===== src/rtl/core/pmct_pkg.sv =====
// Package for the PS/2 mouse packet click tracker.
// Types, constants and the cursor clamp used by all pmct modules. No dependencies.
`timescale 1ns / 1ps

package pmct_pkg;

  localparam int CURSOR_SIZE = 16;
  localparam int NUM_BUTTONS = 3;
  localparam int BTN_W       = 3;
  localparam int QDEPTH      = 2;
  localparam int QPTR_W      = (QDEPTH > 1) ? $clog2(QDEPTH) : 1;
  localparam int QCNT_W      = $clog2(QDEPTH + 1);

  localparam int SYNC_BIT    = 3;
  localparam int CFG_W       = 12;
  localparam int CFG_IDX_W   = 2;

  localparam logic [11:0] SCREEN_W_RST = 12'd800;
  localparam logic [11:0] SCREEN_H_RST = 12'd600;
  localparam logic [6:0]  CLICK_LIM_RST = 7'd50;
  localparam logic [6:0]  HOLD_CAP_RST  = 7'd100;
  localparam logic [11:0] POS_X_RST    = 12'd400;
  localparam logic [11:0] POS_Y_RST    = 12'd300;
  localparam logic [7:0]  CLICK_MAX    = 8'd255;

  typedef enum logic [1:0] {
    CMD_BYTE        = 2'd0,
    CMD_ACK_PRESS   = 2'd1,
    CMD_ACK_RELEASE = 2'd2,
    CMD_ACK_CLICK   = 2'd3
  } cmd_e;

  typedef enum logic [1:0] {
    CFG_SCREEN_W  = 2'd0,
    CFG_SCREEN_H  = 2'd1,
    CFG_CLICK_LIM = 2'd2,
    CFG_HOLD_CAP  = 2'd3
  } cfg_idx_e;

  typedef enum logic [2:0] {
    FR_SYNC = 3'b001,
    FR_DX   = 3'b010,
    FR_DY   = 3'b100
  } frame_state_e;

  typedef struct packed {
    logic [11:0] screen_w;
    logic [11:0] screen_h;
    logic [6:0]  click_lim;
    logic [6:0]  hold_cap;
  } cfg_t;

  typedef struct packed {
    cmd_e             cmd;
    logic             is_pkt;
    logic [BTN_W-1:0] buttons;
    logic [7:0]       dx;
    logic [7:0]       dy;
    logic [BTN_W-1:0] mask;
  } op_t;

  typedef struct packed {
    logic full;
    logic empty;
  } q_stat_t;

  typedef struct packed {
    logic             packet_done;
    logic             report_event;
    logic [BTN_W-1:0] button_state;
    logic [7:0]       move_x;
    logic [7:0]       move_y;
    logic [11:0]      cursor_x;
    logic [11:0]      cursor_y;
    logic             ack_found;
    logic [BTN_W-1:0] press_pending;
    logic [BTN_W-1:0] release_pending;
    logic [BTN_W-1:0] click_pending;
  } res_t;

  function automatic logic [11:0] clamp_axis(input logic [11:0] pos,
                                             input logic signed [8:0] delta,
                                             input logic [11:0] screen);
    logic [11:0]        lim;
    logic signed [13:0] p;
    logic [11:0]        r;
    lim = (screen >= 12'(CURSOR_SIZE)) ? screen - 12'(CURSOR_SIZE) : 12'd0;
    p   = $signed({2'b00, pos}) + 14'(delta);
    if (p < 14'sd0) begin
      r = 12'd0;
    end else if (p > $signed({2'b00, lim})) begin
      r = lim;
    end else begin
      r = p[11:0];
    end
    return r;
  endfunction

endpackage


===== src/rtl/core/pmct_in_if.sv =====
// Input channel interface: command, mouse byte and acknowledge mask.
// Depends on nothing.
`timescale 1ns / 1ps

interface pmct_in_if;
  logic       valid;
  logic       ready;
  logic [1:0] cmd;
  logic [7:0] data_byte;
  logic [2:0] ack_mask;

  modport source (output valid, cmd, data_byte, ack_mask, input ready);
  modport sink   (input valid, cmd, data_byte, ack_mask, output ready);
endinterface


===== src/rtl/core/pmct_out_if.sv =====
// Result channel interface: packet, cursor and pending event report.
// Depends on nothing.
`timescale 1ns / 1ps

interface pmct_out_if;
  logic        valid;
  logic        ready;
  logic        packet_done;
  logic        report_event;
  logic [2:0]  button_state;
  logic [7:0]  move_x;
  logic [7:0]  move_y;
  logic [11:0] cursor_x;
  logic [11:0] cursor_y;
  logic        ack_found;
  logic [2:0]  press_pending;
  logic [2:0]  release_pending;
  logic [2:0]  click_pending;

  modport source (output valid, packet_done, report_event, button_state, move_x, move_y,
                  cursor_x, cursor_y, ack_found, press_pending, release_pending,
                  click_pending, input ready);
  modport sink   (input valid, packet_done, report_event, button_state, move_x, move_y,
                  cursor_x, cursor_y, ack_found, press_pending, release_pending,
                  click_pending, output ready);
endinterface


===== src/rtl/core/pmct_front.sv =====
// Front end: accepts transactions, frames mouse bytes into packets, pushes ops.
// Depends on pmct_pkg and pmct_in_if.
`timescale 1ns / 1ps

module pmct_front (
  input  logic                clk_i,
  input  logic                rst_ni,
  pmct_in_if.sink             in_i,
  input  pmct_pkg::q_stat_t   q_stat_i,
  output logic                push_o,
  output pmct_pkg::op_t       op_o
);

  pmct_pkg::frame_state_e st_q, st_d;
  logic [7:0] first_q, first_d;
  logic [7:0] second_q, second_d;
  pmct_pkg::cmd_e cmd;
  logic accept;

  assign cmd       = pmct_pkg::cmd_e'(in_i.cmd);
  assign in_i.ready = !q_stat_i.full;
  assign accept    = in_i.valid && in_i.ready;
  assign push_o    = accept;

  always_comb begin
    op_o.cmd     = cmd;
    op_o.is_pkt  = (cmd == pmct_pkg::CMD_BYTE) && (st_q == pmct_pkg::FR_DY);
    op_o.buttons = first_q[pmct_pkg::BTN_W-1:0];
    op_o.dx      = second_q;
    op_o.dy      = in_i.data_byte;
    op_o.mask    = in_i.ack_mask;
  end

  always_comb begin
    st_d     = st_q;
    first_d  = first_q;
    second_d = second_q;
    if (accept && cmd == pmct_pkg::CMD_BYTE) begin
      unique case (st_q)
        pmct_pkg::FR_DX: begin
          second_d = in_i.data_byte;
          st_d     = pmct_pkg::FR_DY;
        end
        pmct_pkg::FR_DY: begin
          st_d = pmct_pkg::FR_SYNC;
        end
        default: begin
          if (in_i.data_byte[pmct_pkg::SYNC_BIT]) begin
            first_d = in_i.data_byte;
            st_d    = pmct_pkg::FR_DX;
          end else begin
            st_d = pmct_pkg::FR_SYNC;
          end
        end
      endcase
    end
  end

  always_ff @(posedge clk_i or negedge rst_ni) begin
    if (!rst_ni) begin
      st_q <= pmct_pkg::FR_SYNC;
    end else begin
      st_q <= st_d;
    end
  end

  always_ff @(posedge clk_i) begin
    first_q  <= first_d;
    second_q <= second_d;
  end

endmodule


===== src/rtl/core/pmct_queue.sv =====
// Short op queue between the front end and the back end.
// Depends on pmct_pkg.
`timescale 1ns / 1ps

module pmct_queue (
  input  logic              clk_i,
  input  logic              rst_ni,
  input  logic              push_i,
  input  pmct_pkg::op_t     op_i,
  input  logic              pop_i,
  output pmct_pkg::op_t     head_o,
  output pmct_pkg::q_stat_t stat_o
);

  pmct_pkg::op_t ent_q [pmct_pkg::QDEPTH];
  logic [pmct_pkg::QPTR_W-1:0] wr_q, rd_q;
  logic [pmct_pkg::QCNT_W-1:0] cnt_q;
  logic do_push, do_pop;

  assign stat_o.full  = (cnt_q == pmct_pkg::QCNT_W'(pmct_pkg::QDEPTH));
  assign stat_o.empty = (cnt_q == '0);
  assign do_push      = push_i && !stat_o.full;
  assign do_pop       = pop_i && !stat_o.empty;
  assign head_o       = ent_q[rd_q];

  function automatic logic [pmct_pkg::QPTR_W-1:0] nxt(input logic [pmct_pkg::QPTR_W-1:0] p);
    return (p == pmct_pkg::QPTR_W'(pmct_pkg::QDEPTH - 1)) ? '0 : p + 1'b1;
  endfunction

  always_ff @(posedge clk_i or negedge rst_ni) begin
    if (!rst_ni) begin
      wr_q  <= '0;
      rd_q  <= '0;
      cnt_q <= '0;
    end else begin
      if (do_push) wr_q <= nxt(wr_q);
      if (do_pop)  rd_q <= nxt(rd_q);
      if (do_push && !do_pop) begin
        cnt_q <= cnt_q + 1'b1;
      end else if (do_pop && !do_push) begin
        cnt_q <= cnt_q - 1'b1;
      end
    end
  end

  always_ff @(posedge clk_i) begin
    if (do_push) ent_q[wr_q] <= op_i;
  end

endmodule


===== src/rtl/core/pmct_back.sv =====
// Back end: button tracking, timers, click counters, cursor and acknowledges.
// Holds the result register. Depends on pmct_pkg and pmct_out_if.
`timescale 1ns / 1ps

module pmct_back (
  input  logic              clk_i,
  input  logic              rst_ni,
  input  pmct_pkg::cfg_t    cfg_i,
  input  pmct_pkg::op_t     head_i,
  input  pmct_pkg::q_stat_t q_stat_i,
  output logic              pop_o,
  pmct_out_if.source        out_o
);

  localparam int NB = pmct_pkg::NUM_BUTTONS;
  localparam int BW = pmct_pkg::BTN_W;

  logic [BW-1:0] held_q, held_d;
  logic [BW-1:0] press_q, press_d;
  logic [BW-1:0] rel_q, rel_d;
  logic [6:0]    hold_q [NB];
  logic [6:0]    hold_d [NB];
  logic [7:0]    clk_q  [NB];
  logic [7:0]    clk_d  [NB];
  logic [11:0]   posx_q, posx_d, posy_q, posy_d;
  logic          out_valid_q;
  pmct_pkg::res_t res_q, res_d;
  logic          pkt;

  assign pop_o = !q_stat_i.empty && (!out_valid_q || out_o.ready);
  assign pkt   = head_i.is_pkt && (head_i.cmd == pmct_pkg::CMD_BYTE);

  always_comb begin
    logic       found;
    logic [6:0] t;
    held_d  = held_q;
    press_d = press_q;
    rel_d   = rel_q;
    hold_d  = hold_q;
    clk_d   = clk_q;
    posx_d  = posx_q;
    posy_d  = posy_q;
    found   = 1'b0;
    t       = '0;
    if (head_i.cmd == pmct_pkg::CMD_BYTE) begin
      if (pkt) begin
        held_d = head_i.buttons;
        for (int i = 0; i < NB; i++) begin
          t = hold_q[i];
          if (head_i.buttons[i] && !held_q[i]) begin
            press_d[i] = 1'b1;
            t          = '0;
          end
          if (!head_i.buttons[i] && held_q[i]) begin
            rel_d[i] = 1'b1;
            if (hold_q[i] < cfg_i.click_lim && clk_q[i] != pmct_pkg::CLICK_MAX) begin
              clk_d[i] = clk_q[i] + 8'd1;
            end
          end
          if (head_i.buttons[i] && t < cfg_i.hold_cap) begin
            t = t + 7'd1;
          end
          hold_d[i] = t;
        end
        posx_d = pmct_pkg::clamp_axis(posx_q, 9'($signed(head_i.dx)), cfg_i.screen_w);
        posy_d = pmct_pkg::clamp_axis(posy_q, -9'($signed(head_i.dy)), cfg_i.screen_h);
      end
    end else begin
      for (int i = 0; i < NB; i++) begin
        if (!found && head_i.mask[i]) begin
          case (head_i.cmd)
            pmct_pkg::CMD_ACK_PRESS: begin
              if (press_q[i]) begin
                press_d[i] = 1'b0;
                found      = 1'b1;
              end
            end
            pmct_pkg::CMD_ACK_RELEASE: begin
              if (rel_q[i]) begin
                rel_d[i] = 1'b0;
                found    = 1'b1;
              end
            end
            pmct_pkg::CMD_ACK_CLICK: begin
              if (clk_q[i] != '0) begin
                clk_d[i] = clk_q[i] - 8'd1;
                found    = 1'b1;
              end
            end
            default: ;
          endcase
        end
      end
    end

    res_d.packet_done     = pkt;
    res_d.report_event    = pkt && (head_i.dx != '0 || head_i.dy != '0 ||
                                    head_i.buttons != held_q);
    res_d.button_state    = held_d;
    res_d.move_x          = pkt ? head_i.dx : 8'd0;
    res_d.move_y          = pkt ? head_i.dy : 8'd0;
    res_d.cursor_x        = posx_d;
    res_d.cursor_y        = posy_d;
    res_d.ack_found       = found;
    res_d.press_pending   = press_d;
    res_d.release_pending = rel_d;
    res_d.click_pending   = '0;
    for (int i = 0; i < NB; i++) begin
      res_d.click_pending[i] = (clk_d[i] != '0);
    end
  end

  always_ff @(posedge clk_i or negedge rst_ni) begin
    if (!rst_ni) begin
      held_q      <= '0;
      press_q     <= '0;
      rel_q       <= '0;
      posx_q      <= pmct_pkg::POS_X_RST;
      posy_q      <= pmct_pkg::POS_Y_RST;
      out_valid_q <= 1'b0;
      for (int i = 0; i < NB; i++) begin
        hold_q[i] <= '0;
        clk_q[i]  <= '0;
      end
    end else begin
      if (pop_o) begin
        held_q  <= held_d;
        press_q <= press_d;
        rel_q   <= rel_d;
        posx_q  <= posx_d;
        posy_q  <= posy_d;
        hold_q  <= hold_d;
        clk_q   <= clk_d;
      end
      if (pop_o) begin
        out_valid_q <= 1'b1;
      end else if (out_o.ready) begin
        out_valid_q <= 1'b0;
      end
    end
  end

  always_ff @(posedge clk_i) begin
    if (pop_o) res_q <= res_d;
  end

  assign out_o.valid           = out_valid_q;
  assign out_o.packet_done     = res_q.packet_done;
  assign out_o.report_event    = res_q.report_event;
  assign out_o.button_state    = res_q.button_state;
  assign out_o.move_x          = res_q.move_x;
  assign out_o.move_y          = res_q.move_y;
  assign out_o.cursor_x        = res_q.cursor_x;
  assign out_o.cursor_y        = res_q.cursor_y;
  assign out_o.ack_found       = res_q.ack_found;
  assign out_o.press_pending   = res_q.press_pending;
  assign out_o.release_pending = res_q.release_pending;
  assign out_o.click_pending   = res_q.click_pending;

`ifndef SYNTHESIS
  a_byte_no_ack: assert property (@(posedge clk_i) disable iff (!rst_ni)
    pop_o && head_i.cmd == pmct_pkg::CMD_BYTE |=> !res_q.ack_found)
    else $error("ack reported for a mouse byte");

  a_ack_no_pkt: assert property (@(posedge clk_i) disable iff (!rst_ni)
    pop_o && head_i.cmd != pmct_pkg::CMD_BYTE |=> !res_q.packet_done && !res_q.report_event)
    else $error("packet reported for an acknowledge");

  a_flags_hold: assert property (@(posedge clk_i) disable iff (!rst_ni)
    !pop_o |=> $stable(press_q) && $stable(rel_q) && $stable(posx_q) && $stable(posy_q))
    else $error("state changed without a transaction");
`endif

endmodule


===== src/rtl/core/ps2_mouse_packet_click_tracker_top.sv =====
// Top level of the PS/2 mouse packet click tracker.
// Depends on pmct_pkg, pmct_in_if, pmct_out_if, pmct_front, pmct_queue, pmct_back.
`timescale 1ns / 1ps

// Usage:
//   in_i carries one transaction per command: a raw mouse byte (cmd 0) or an
//   acknowledge of press, release or click events for the buttons in
//   ack_mask. Mouse bytes are framed into 3-byte packets; a packet starts
//   only on a byte with bit 3 set.
//   out_o returns exactly one result per input transaction, in order: packet
//   fields, buttons, clamped cursor and the pending event flags.
//   cfg_we_i/cfg_idx_i/cfg_wdata_i write screen width, screen height, click
//   limit and hold cap (index 0 to 3); write only while the block is idle.
//   Path: an accepted transaction is written into the op queue, and its result
//   is registered from the queue head into the result register.
//   Throughput: one transaction per cycle while out_o takes results; the back
//   end updates button, timer and cursor state as it pops each op.
//   A two-entry op queue separates framing from execution; a stall on out_o
//   fills the result register, then the queue, then drops in_i.ready.
//   Reset: framing returns to sync search, cursor goes to (400, 300), all
//   flags, timers and counters clear, config registers take their default values.

module ps2_mouse_packet_click_tracker_top (
  input  logic                              clk_i,
  input  logic                              rst_ni,
  pmct_in_if.sink                           in_i,
  pmct_out_if.source                        out_o,
  input  logic                              cfg_we_i,
  input  logic [pmct_pkg::CFG_IDX_W-1:0]    cfg_idx_i,
  input  logic [pmct_pkg::CFG_W-1:0]        cfg_wdata_i
);

  pmct_pkg::cfg_t    cfg_q;
  pmct_pkg::q_stat_t q_stat;
  pmct_pkg::op_t     push_op, head_op;
  logic              push, pop;

  always_ff @(posedge clk_i or negedge rst_ni) begin
    if (!rst_ni) begin
      cfg_q.screen_w  <= pmct_pkg::SCREEN_W_RST;
      cfg_q.screen_h  <= pmct_pkg::SCREEN_H_RST;
      cfg_q.click_lim <= pmct_pkg::CLICK_LIM_RST;
      cfg_q.hold_cap  <= pmct_pkg::HOLD_CAP_RST;
    end else if (cfg_we_i) begin
      unique case (pmct_pkg::cfg_idx_e'(cfg_idx_i))
        pmct_pkg::CFG_SCREEN_W:  cfg_q.screen_w  <= cfg_wdata_i;
        pmct_pkg::CFG_SCREEN_H:  cfg_q.screen_h  <= cfg_wdata_i;
        pmct_pkg::CFG_CLICK_LIM: cfg_q.click_lim <= cfg_wdata_i[6:0];
        pmct_pkg::CFG_HOLD_CAP:  cfg_q.hold_cap  <= cfg_wdata_i[6:0];
        default: ;
      endcase
    end
  end

  pmct_front u_front (
    .clk_i    (clk_i),
    .rst_ni   (rst_ni),
    .in_i     (in_i),
    .q_stat_i (q_stat),
    .push_o   (push),
    .op_o     (push_op)
  );

  pmct_queue u_queue (
    .clk_i  (clk_i),
    .rst_ni (rst_ni),
    .push_i (push),
    .op_i   (push_op),
    .pop_i  (pop),
    .head_o (head_op),
    .stat_o (q_stat)
  );

  pmct_back u_back (
    .clk_i    (clk_i),
    .rst_ni   (rst_ni),
    .cfg_i    (cfg_q),
    .head_i   (head_op),
    .q_stat_i (q_stat),
    .pop_o    (pop),
    .out_o    (out_o)
  );

endmodule

===== src/flat_wrapper.sv =====
// flat-port wrapper written by rule: the top's interface ports become plain ports
module ps2_mouse_packet_click_tracker_top_flat 
  (clk_i, rst_ni, cfg_we_i, cfg_idx_i, cfg_wdata_i, in_i_valid, in_i_cmd, in_i_data_byte, in_i_ack_mask, in_i_ready, out_o_valid, out_o_packet_done, out_o_report_event, out_o_button_state, out_o_move_x, out_o_move_y, out_o_cursor_x, out_o_cursor_y, out_o_ack_found, out_o_press_pending, out_o_release_pending, out_o_click_pending, out_o_ready);
  pmct_in_if in_i_i ();
  pmct_out_if out_o_i ();
  input  logic clk_i;
  input  logic rst_ni;
  input  logic cfg_we_i;
  input  logic [pmct_pkg::CFG_IDX_W-1:0] cfg_idx_i;
  input  logic [pmct_pkg::CFG_W-1:0] cfg_wdata_i;
  input wire logic [$bits(in_i_i.valid)-1:0] in_i_valid;
  input wire logic [$bits(in_i_i.cmd)-1:0] in_i_cmd;
  input wire logic [$bits(in_i_i.data_byte)-1:0] in_i_data_byte;
  input wire logic [$bits(in_i_i.ack_mask)-1:0] in_i_ack_mask;
  output wire logic [$bits(in_i_i.ready)-1:0] in_i_ready;
  output wire logic [$bits(out_o_i.valid)-1:0] out_o_valid;
  output wire logic [$bits(out_o_i.packet_done)-1:0] out_o_packet_done;
  output wire logic [$bits(out_o_i.report_event)-1:0] out_o_report_event;
  output wire logic [$bits(out_o_i.button_state)-1:0] out_o_button_state;
  output wire logic [$bits(out_o_i.move_x)-1:0] out_o_move_x;
  output wire logic [$bits(out_o_i.move_y)-1:0] out_o_move_y;
  output wire logic [$bits(out_o_i.cursor_x)-1:0] out_o_cursor_x;
  output wire logic [$bits(out_o_i.cursor_y)-1:0] out_o_cursor_y;
  output wire logic [$bits(out_o_i.ack_found)-1:0] out_o_ack_found;
  output wire logic [$bits(out_o_i.press_pending)-1:0] out_o_press_pending;
  output wire logic [$bits(out_o_i.release_pending)-1:0] out_o_release_pending;
  output wire logic [$bits(out_o_i.click_pending)-1:0] out_o_click_pending;
  input wire logic [$bits(out_o_i.ready)-1:0] out_o_ready;
  assign in_i_i.valid = in_i_valid;
  assign in_i_i.cmd = in_i_cmd;
  assign in_i_i.data_byte = in_i_data_byte;
  assign in_i_i.ack_mask = in_i_ack_mask;
  assign in_i_ready = in_i_i.ready;
  assign out_o_valid = out_o_i.valid;
  assign out_o_packet_done = out_o_i.packet_done;
  assign out_o_report_event = out_o_i.report_event;
  assign out_o_button_state = out_o_i.button_state;
  assign out_o_move_x = out_o_i.move_x;
  assign out_o_move_y = out_o_i.move_y;
  assign out_o_cursor_x = out_o_i.cursor_x;
  assign out_o_cursor_y = out_o_i.cursor_y;
  assign out_o_ack_found = out_o_i.ack_found;
  assign out_o_press_pending = out_o_i.press_pending;
  assign out_o_release_pending = out_o_i.release_pending;
  assign out_o_click_pending = out_o_i.click_pending;
  assign out_o_i.ready = out_o_ready;
  ps2_mouse_packet_click_tracker_top u_core (.clk_i(clk_i), .rst_ni(rst_ni), .in_i(in_i_i), .out_o(out_o_i), .cfg_we_i(cfg_we_i), .cfg_idx_i(cfg_idx_i), .cfg_wdata_i(cfg_wdata_i));
endmodule

===== config.mk =====
export PLATFORM = sky130hd
export DESIGN_NAME = ps2_mouse_packet_click_tracker_top_flat
export DESIGN_NICKNAME = d
export VERILOG_FILES = /design/src/rtl/core/pmct_pkg.sv /design/src/rtl/core/pmct_in_if.sv /design/src/rtl/core/pmct_out_if.sv /design/src/rtl/core/pmct_front.sv /design/src/rtl/core/pmct_queue.sv /design/src/rtl/core/pmct_back.sv /design/src/rtl/core/ps2_mouse_packet_click_tracker_top.sv /design/src/flat_wrapper.sv
export SDC_FILE = /design/constraint.sdc
export NUM_CORES = 1
export LEC_CHECK = 0
export BUFFER_PORTS_ARGS = -buffer_cell sky130_fd_sc_hd__buf_4
export CAP_MARGIN = 5
export CORE_MARGIN = 4
export CORE_UTILIZATION = 50
export CTS_CLUSTER_SIZE = 8
export DETAILED_ROUTE_END_ITERATION = 6
export GPL_TIMING_DRIVEN = 1
export PLACE_DENSITY = 0.8
export RECOVER_POWER = 50
export SETUP_SLACK_MARGIN = 0.05
export SLEW_MARGIN = 20
export SYNTH_ARGS = -nofsm -noshare
export SYNTH_HDL_FRONTEND = slang
export SYNTH_SLANG_ARGS = --single-unit

===== constraint.sdc =====
create_clock -name clk_i -period 6.4 [get_ports clk_i]
set_input_delay 1.6 -clock clk_i [delete_from_list [all_inputs] [get_ports clk_i]]
set_output_delay 1.6 -clock clk_i [all_outputs]
set_load 0.01 [all_outputs]

# Yosys cells after proc, flatten, opt, wreduce, memory -nomap -nowiden
# Memories as Yosys holds them, arrays and structs flattened.
# Cells that the tools add are included.
[word_totals]
mem_bits_rw = 50
elab_cells = 230
reg_bits = 190
inputBits = 32
mem_count = 1
romBits = 0
latchBits = 0
output_inout_bits = 57
[memory_table]
columns = ["memory", "words", "word_bits", "rd", "rd_ports_with_merged_regs", "write_ports", "line", "source"]
rows = [
  ["u_core.u_queue.ent_q", 2, 25, 1, 0, 1, "pmct_queue.sv:15", "pmct_pkg::op_t ent_q [pmct_pkg::QDEPTH];"],
]
[classes]
addsub = 18
shifts = 0
n_bitwise = 1
n_mux = 90
eq_ne = 13
reduce_logical = 62
div = 0
magnitude_cmp = 12
n_mul = 0
[ops]
columns = ["cell", "n"]
rows = [
  ["12-bit 2-to-1 mux", 10],
  ["8-bit 2-to-1 mux", 15],
  ["7-bit 2-to-1 mux", 12],
  ["8-bit nonzero test", 8],
  ["24-bit 2-to-1 mux", 2],
  ["7-bit less-than comparator", 6],
  ["1-bit 2-to-1 mux", 38],
  ["14-bit by 13-bit > comparator with 1-bit output", 2],
  ["14-bit by 1-bit less-than comparator with 1-bit output (second input constant)", 2],
  ["8-bit by 1-bit adder with 8-bit output (second input constant)", 3],
  ["12-bit by 5-bit greater-or-equal comparator with 1-bit output (second input constant)", 2],
  ["1-bit logical AND", 24],
  ["8-bit != test (second input constant)", 3],
  ["12-bit by 5-bit subtractor with 12-bit output (second input constant)", 2],
  ["8-bit by 1-bit subtractor with 8-bit output (second input constant)", 3],
  ["7-bit by 1-bit adder with 7-bit output (second input constant)", 3],
  ["3-bit 2-to-1 mux", 6],
  ["13-bit by 8-bit adder with 14-bit output", 1],
  ["13-bit by 9-bit adder with 14-bit output", 1],
  ["1-bit logical NOT", 13],
  ["2-bit == test (second input constant)", 5],
  ["2-bit AND reduction", 5],
  ["8-bit negation with 9-bit output", 1],
  ["1-bit one-hot mux with 3 select lines", 3],
  ["15 further kinds", 26],
]

# Longest topological paths before layout
# Gate-level depths: netlist of run 1.
[depth]
ltp_word = 14
ltp_mapped = 28
depth_no_buf = 22

# Cells and area by module
# A second synthesis of run 1 with hierarchy kept.
[unflattened]
hier_cells = 1423
hier_area_um2 = 14631.5
[by_module_without_submodules]
columns = ["module", "seq_area_each_um2", "cells_per_inst", "instances", "area_each_um2"]
rows = [
  ["pmct_back", 3637.2, 1198, 1, 10460.0],
  ["pmct_queue", 1601.5, 97, 1, 2102.0],
  ["ps2_mouse_packet_click_tracker_top", 967.2, 82, 1, 1440.1],
  ["pmct_front", 406.6, 46, 1, 629.4],
]

# Least setup slack after synthesis of run 1
# No wires, ideal clock.
[synth_timing]
kind = "reg2reg"
start = "reg u_core.u_queue.rd_q"
end = "reg u_core.u_back.res_q (netlist bit u_core.u_back.out_o.cursor_x[10]), data pin"
t_required_ps = 6231
period_less_slack_ps = 5790
arrival_time_ps = 5620
n_path_buf = 6
setup_ps = 169
setup_slack_ps = 610
path_stages_with_launch = 29
path_cell_list = "dfrtp_1 > buf_6 > buf_2 > buf_2 > buf_1 > mux2i_1 > inv_1 > ha_1 > fa_1 > a211oi_1 > nor2_1 > o31ai_1 > a21oi_1 > a21o_1 > a21oi_1 > xor2_1 > inv_1 > ha_1 > nand4_1 > nor2_1 > o21ai_0 > nor2_1 > o31ai_1 > o311ai_0 > or2_2 > clkbuf_1 > buf_1 > mux2_1 > o31ai_1"
[synth_lines]
columns = ["item", "line", "source"]
rows = [
  ["start: declaration", "pmct_queue.sv:16", "logic [pmct_pkg::QPTR_W-1:0] wr_q, rd_q;"],
  ["start signal: assignment", "pmct_queue.sv:37", "if (do_pop) rd_q <= nxt(rd_q);"],
  ["end signal: assignment", "pmct_back.sv:144", "if (pop_o) res_q <= res_d;"],
  ["end: declaration", "pmct_back.sv:27", "pmct_pkg::res_t res_q, res_d;"],
]

==> metrics, run 1 <==
Max Clock Freq 0.183 GHz; crit-path max FO 12; Vias about 11k; cell taking the most area after synthesis edfxtp_1; met2 routed WL 17.2 mm; Worst VDD drop 0.000289 V; antenna viol nets, final 0; multi-input logic area 7180 um2; Crit path max-delay family compound AO/OA/AOI/OAI gates; top post-synthesis cells by count nand2_1, edfxtp_1, ha_1; CTS Buffer Depth 3; core area 28000 um2; Die Height 177 um; Startpoint Class flip-flop; FF+latch count, synth 240; highest metal used met4; crit path buf inv count 2; outcome finished, violations left; Max Transition Viols Final 152; met1 WL ~16 mm; final hold violations 0; CP Capture Type flip-flop; H-tree depth 2; port bufs 88; YS warnings 0; Clock transition at path regs 0.05 ns; register area approximately 6600 um2; die area between 30000 and 40000 um2; number of DRC markers in iteration 0 931; critical path cell sequence mux2i_1, inv_1, ha_1, fa_1, a211oi_1, nor2_1, o31ai_1, a21oi_1, a21o_1, a21oi_1, xor2_1, inv_1, ha_1, nand4_1, nor2_1, o21ai_0, nor2_1, o31ai_1, o311ai_0, or2_2, mux2_1, o31ai_1; Synth Flop Type edfxtp_1; GRT Total Usage 22.9%; row count 61; final setup fails 0; filler cell count about 2.3k; Placement Setup Slack 1.07 ns; Layout Skew 0.0210 ns; Critical Path Slowest Stage Cell dfrtp_1; Cell Pwr Density 539 nW/um2; chip width 177 um; first-pass GRT wire length 57.8 mm; Final Critical Period 5.47 ns; Post-DP HPWL 25.6 mm; Synth top area share 24.4%; clock tree root driver cell clkbuf_16; total grt overflow 0; CTS Hold Buffers Added 0; met3 routed WL 1.94 mm; largest net degree at the start of global routing just over 80; Pre-antenna DRT Iters 5; Worst Hold Class reg2reg; failing checks max-capacitance violations, max-slew violations; CTS sink cnt 240; Initial Utilization 51.0%; DRC 0; # Post-CTS Setup Buffers 0; syn_area_per_cell a little over 10 um2; Clk Latency, worst-skew pair 0.52 ns; Tightest Pin Transition roughly 2.5 ns; area grow syn2layout 14.6%; drt via density 5.98; RePlAce Congestion 0.902; ys async rst share between 50% and 60%; CP peak stage delay 0.54 ns; most common cell in the netlist nand2_1; CTS tree built; synth unique cells 79; post-synthesis sequential area ratio 46.3%; setup tns final 0 ns; CTS resizes 0; max cap viols 5; total power 8.83 mW; drt total wl 36.2 mm; Worst Path Arrival ~5.8 ns; Final Core Density 58.4%; WP data required approximately 6.8 ns; Mapped Nets 1544; Post-Syn Instances 1398; kind of critical path reg2reg; fin nets 1636; Post-Syn Area 14300 um2; Worst slew margin -70.0%; # IOs 89; Ant. Diodes 0; Post-synth EDFFs between 100 and 150; RSZ-0062 raised after global routing false; Final WS setup 0.927 ns; DR WL/cell 19.1 um; Lkg Pwr 7.12 nW; vias in the first global route 11.0k; synth top area cells edfxtp_1, dfrtp_1, ha_1; CTS Buf Count 36; proportion of layout cells with a drive suffix above 1 approximately 15%; final period utilization 85.5%; antenna violations before repair 0
==> per-layer routing <==
| metal | global-route usage (%) | vias up |
|---|---|---|
| met5 | 0 | - |
| met4 | 7.38 | 0 |
| met3 | 3.23 | 79 |
| met2 | 37.7 | 384 |
| met1 | 31.5 | 5525 |
| li1 | - | 5342 |
==> power breakdown <==
| part | switching (mW) | total [mW] | internal [mW] |
|---|---|---|---|
| registers | 0.435 | 2.68 | 2.24 |
| clock network | 0.695 | 1.80 | 1.11 |
| logic | 2.60 | 4.35 | 1.76 |
==> registers in the layout (all words and copies together), names as in the netlist, 8 cells and up <==
signal,flops
u_core.u_back.out_o.cursor_y,12
u_core.u_back.clk_q,24
u_core.u_back.posy_q,12
u_core.u_queue.ent_q,50
u_core.u_back.out_o.move_x,8
u_core.u_back.out_o.cursor_x,12
u_core.u_front.second_q,8
u_core.u_back.posx_q,12
u_core.u_back.hold_q,21
u_core.cfg_q,38
u_core.u_back.out_o.move_y,8
==> path summary, 6_finish.rpt <==
kind	start	to	slack, ns	cells after the start
worst max-delay path	u_core.u_queue.rd_q	u_core.u_back.out_o.cursor_x[10]	0.93	22
worst min-delay path	u_core.u_front.second_q[7]	u_core.u_queue.ent_q[1][18]	0.44	0
worst max register to register	u_core.u_queue.rd_q	u_core.u_back.out_o.cursor_x[10]	0.93	22
worst min register to register	u_core.u_front.second_q[7]	u_core.u_queue.ent_q[1][18]	0.44	0
max in group asynchronous	rst_ni	u_core.cfg_q[14]	1.66	2
min in group asynchronous	rst_ni	u_core.u_back.posx_q[11]	1.88	1
==> cell type report <==
class / instances / area share (%)
multi-input cells: 1034 / 43.9
flip-flops and latches: 240 / 40.4
clock buffers: 63 / 6.37
repair buffers: 108 / 4.53
well taps: 378 / 2.89
inverters: 70 / 1.62
clock inverters: 3 / 0.313
==> metrics by stage <==
stage / hold slack, ns / cell area, um2 / cells
detailed placement: 0.430 / 15300 / 1829
floorplan: 0.421 / 14300 / 1398
global route: 0.462 / 16400 / 1896
CTS: 0.442 / 16400 / 1895
global placement: 0.423 / 15300 / 1828
finish: 0.441 / 16400 / 1896
==> worst register-to-register path, cell delays in order (launching register included) <==
cell and delay, ns:
dfrtp_1 0.54, mux2i_1 0.43, inv_1 0.10, ha_1 0.22, fa_1 0.43, a211oi_1 0.26, nor2_1 0.11, o31ai_1 0.21
a21oi_1 0.16, a21o_1 0.20, a21oi_1 0.18, xor2_1 0.26, inv_1 0.08, ha_1 0.30, nand4_1 0.11, nor2_1 0.06
o21ai_0 0.07, nor2_1 0.06, o31ai_1 0.20, o311ai_0 0.24, or2_2 0.51, mux2_1 0.38, o31ai_1 0.19
==> cells by family (layout without fill, tap and decap cells) <==
group           after synthesis  after routing  share of synthesized area [%]
xor+xnor                     45             45                           2.76
compound gates              335            335                           15.5
simple gates                458            458                           15.7
mux                          82             82                           6.17
fa+ha+maj                   114            114                           10.1
buf+inv                     124            244                           3.49
flops                       240            240                           46.3
==> cell usage in the layout (no fill, tap or decap), types with 29 or more instances in the layout <==
cell type | netlist | layout
nand2_1 | 168 | 167
edfxtp_1 | 116 | 116
ha_1 | 112 | 112
dfrtp_1 | 103 | 103
nor2_1 | 87 | 86
buf_4 | 0 | 82
o21ai_0 | 81 | 81
a21oi_1 | 74 | 74
inv_1 | 69 | 68
mux2_2 | 48 | 48
clkbuf_1 | 45 | 45
clkbuf_16 | 0 | 37
mux2i_1 | 33 | 33
nor3_1 | 32 | 32
o31ai_1 | 29 | 29
Power figures use the tool's default switching activity.
==> run 2: changes to the inputs <==
--- a/config.mk
+++ b/config.mk
@@ -9,6 +9,7 @@
 export CAP_MARGIN = 5
 export CORE_MARGIN = 4
 export CORE_UTILIZATION = 50
+export CTS_BUF_LIST = sky130_fd_sc_hd__clkbuf_8
 export CTS_CLUSTER_SIZE = 8
 export DETAILED_ROUTE_END_ITERATION = 6
 export GPL_TIMING_DRIVEN = 1
==> constraint.sdc (replaced) <==
create_clock -name clk_i -period 5.51 [get_ports clk_i]
set_input_delay 1.3775 -clock clk_i [delete_from_list [all_inputs] [get_ports clk_i]]
set_output_delay 1.3775 -clock clk_i [all_outputs]
set_load 0.01 [all_outputs]
==> run 2 against run 1 <==
Total power grew 11%. Maximum frequency grew 6.7%. Routed wire length shrank 1.5%. Critical path type unchanged. Critical endpoint unchanged. The flow still finishes with violations (max-capacitance violations, max-slew violations).
==> metrics, run 2 (synthesized netlist as in run 1, its figures left out) <==
Worst VDD drop 0.000322 V (was 0.000289 V); setup tns final 0 ns (unchanged); WHS Path Cells 0 (unchanged); slack of the worst reg-to-reg path 0.38 ns (was 0.93 ns); Worst Path Arrival 5.49 ns (was 5.82 ns); Crit path max-delay family compound AO/OA/AOI/OAI gates (unchanged); register with the most flip-flops u_core.u_queue.ent_q (unchanged); area grow syn2layout 13.3% (was 14.6%); # IOs 89 (unchanged); commonest non-fill, non-tap cell in the layout nand2_1 (unchanged); final period utilization 93.1% (was 85.5%); Startpoint Class flip-flop (unchanged); Layout Skew 0.0309 ns (was 0.0210 ns); DRC 0 (unchanged); Pre-antenna DRT Iters 5 (unchanged); WHS Endpoint u_core.u_queue.ent_q[0][21] (was u_core.u_queue.ent_q[1][18]); final hold violations 0 (unchanged); fin nets 1645 (was 1636); drt via density 5.92 (was 5.98); Hold Crit Start u_core.u_front.first_q[2] (was u_core.u_front.second_q[7]); antenna viol nets, final 0 (unchanged); failing checks max-capacitance violations, max-slew violations (unchanged); RSZ-0062 raised after global routing false (unchanged); core area 28000 um2 (unchanged); Worst slew margin -70.3% (was -70.0%); Reg-to-Reg End u_core.u_back.out_o.cursor_x[10] (unchanged); Clk Latency, worst-skew pair 0.54 ns (was 0.52 ns); highest metal used met4 (unchanged); crit-path max FO 12 (unchanged); critical path cell sequence mux2i_2, inv_1, ha_1, fa_1, a211oi_1, nor2_1, o31ai_1, a21oi_1, a21o_1, a21oi_1, xor2_1, inv_1, ha_1, nand4_1, nor2_1, o21ai_0, nor2_1, o31ai_1, o311ai_1, or2_4, mux2_1, o31ai_1 (was mux2i_1, inv_1, ha_1, fa_1, a211oi_1, nor2_1, o31ai_1, a21oi_1, a21o_1, a21oi_1, xor2_1, inv_1, ha_1, nand4_1, nor2_1, o21ai_0, nor2_1, o31ai_1, o311ai_0, or2_2, mux2_1, o31ai_1); met3 routed WL 2.14 mm (was 1.94 mm); port bufs 88 (unchanged); Placement Setup Slack 0.00288 ns (was 1.07 ns); total grt overflow 0 (unchanged); vias in the first global route 11.0k (about the same); kind of critical path reg2reg (unchanged); DR WL/cell 18.7 um (was 19.1 um); chip width 177 um (unchanged); reg2reg start u_core.u_queue.rd_q (unchanged); Lkg Pwr 7.14 nW (was 7.12 nW); Final WS setup 0.381 ns (was 0.927 ns); final setup fails 0 (unchanged); row count 61 (unchanged); proportion of layout cells with a drive suffix above 1 16.7% (was 14.7%); Final Critical Period 5.13 ns (was 5.47 ns); Max Clock Freq 0.195 GHz (was 0.183 GHz); Die Height 177 um (unchanged); outcome finished, violations left (unchanged); Max Transition Viols Final 75 (was 152); met1 WL 15.6 mm (was 16.1 mm); clock tree root driver cell clkbuf_8 (was clkbuf_16); max reg flops 50 (unchanged); CTS Buf Count 41 (was 36); CTS Hold Buffers Added 0 (unchanged); H-tree depth 2 (unchanged); Worst Hold Class reg2reg (unchanged); Cell Pwr Density 606 nW/um2 (was 539 nW/um2); crit path buf inv count 2 (unchanged); Initial Utilization 51.0% (unchanged); largest net degree at the start of global routing 83 (unchanged); CP Capture Type flip-flop (unchanged); Clock transition at path regs 0.06 ns (was 0.05 ns); CTS tree built (unchanged); Critical Path Slowest Stage Cell dfrtp_2 (was dfrtp_1); number of DRC markers in iteration 0 972 (was 931); max cap viols 2 (was 5); first-pass GRT wire length 57.3 mm (was 57.8 mm); Post-DP HPWL 25.5 mm (was 25.6 mm); met2 routed WL 16.9 mm (was 17.2 mm); RePlAce Congestion 0.920 (was 0.902); Ant. Diodes 0 (unchanged); WP data required 5.87 ns (was 6.75 ns); antenna violations before repair 0 (unchanged); CTS Buffer Depth 3 (unchanged); Vias 11.3k (about the same); Largest regs u_core.u_queue.ent_q: 50 flops, u_core.cfg_q: 38 flops, u_core.u_back.clk_q: 24 flops (unchanged); CP peak stage delay 0.45 ns (was 0.54 ns); Tightest Pin Transition 2.56 ns (was 2.55 ns); Register-to-Register Path Depth 22 (unchanged); CTS sink cnt 240 (unchanged); drt total wl 35.7 mm (was 36.2 mm); GRT Total Usage 22.5% (was 22.9%); die area 31300 um2 (unchanged); most frequent cells in the layout nand2_1, edfxtp_1, ha_1 (unchanged)
run 2: changes by cell type in the layout (fill, tap and decap cells not counted), moves of 2 or more:
cell / previous run / this run
clkbuf_4: 3 / 5
buf_4: 82 / 91
inv_1: 68 / 85
clkbuf_8: 2 / 53
clkbuf_16: 37 / 0
clkbuf_1: 45 / 15
clkinv_2: 3 / 6
run 2: stage by stage:
step           utilization (%)  area, um2  hold WS (ns)  std cells  total power [mW]
2_1_floorplan                -      14300         0.421       1398              6.58
3_3_place_gp              54.8      15400         0.426       1829              7.93
3_5_place_dp              54.8      15400         0.431       1829              8.11
4_1_cts                   57.8      16200         0.442       1905              9.74
5_1_grt                   57.8      16200         0.450       1910              10.6
6_report                  57.8      16200         0.439       1910              9.81
run 2: what timing repair did:
item / in CTS / in global routing
gates resized for setup: 1 / 5
pin swaps: 0 / 0
endpoints found under the setup margin: 7 / 30
setup buffers: 0 / 5
run 2: worst register-to-register path: cells and delay by family, from the launching register on:
family / cells / cell delay (ns)
adders and majority gates: 3 / 0.93
AOI/OAI and AO/OA: 9 / 1.81
and+or+nand+nor: 5 / 0.71
buffers and inverters: 2 / 0.15
DFF: 1 / 0.45
xor gates and xnor gates: 1 / 0.20
muxes: 2 / 0.68
run 2: worst max-delay path by stage:
stage | startpoint | end | cells past startpoint
6_report | u_core.u_queue.rd_q | u_core.u_back.out_o.cursor_x[10] | 22
5_1_grt | u_core.u_queue.rd_q | u_core.u_back.out_o.cursor_y[5] | 20
4_1_cts | u_core.u_queue.rd_q | u_core.u_back.out_o.cursor_x[10] | 22
3_5_place_dp | u_core.u_queue.rd_q | u_core.u_back.out_o.cursor_x[10] | 22
3_3_place_gp | u_core.u_queue.rd_q | u_core.u_back.out_o.cursor_x[10] | 22
2_1_floorplan | u_core.u_queue.rd_q | u_core.u_back.out_o.cursor_x[10] | 28
run 2: power breakdown:
| group | switching [mW] | leakage [nW] | total (mW) | internal, mW |
|---|---|---|---|---|
| Sequential | 0.496 | 2.63 | 3.10 | 2.60 |
| Combinational | 3.04 | 4.02 | 5.12 | 2.08 |
| Clock | 0.732 | 0.489 | 1.59 | 0.862 |
| Total | 4.27 | 7.14 | 9.81 | 5.54 |
run 2: area by class of cell:
type | instances | area (um2)
sequential | 240 | 6610
timing repair buffer | 112 | 797
multi-input combinational | 1034 | 7210
clock buffer | 53 | 729
clock inverter | 23 | 95.1
fill | 2327 | 11800
tap | 378 | 473
inverter | 70 | 265
run 2: per-layer routing:
layer / GRT usage, % / vias to the layer above
met5: 0 / -
met4: 7.12 / 0
met3: 3.67 / 83
met2: 36.9 / 385
met1: 30.8 / 5484
li1: - / 5346
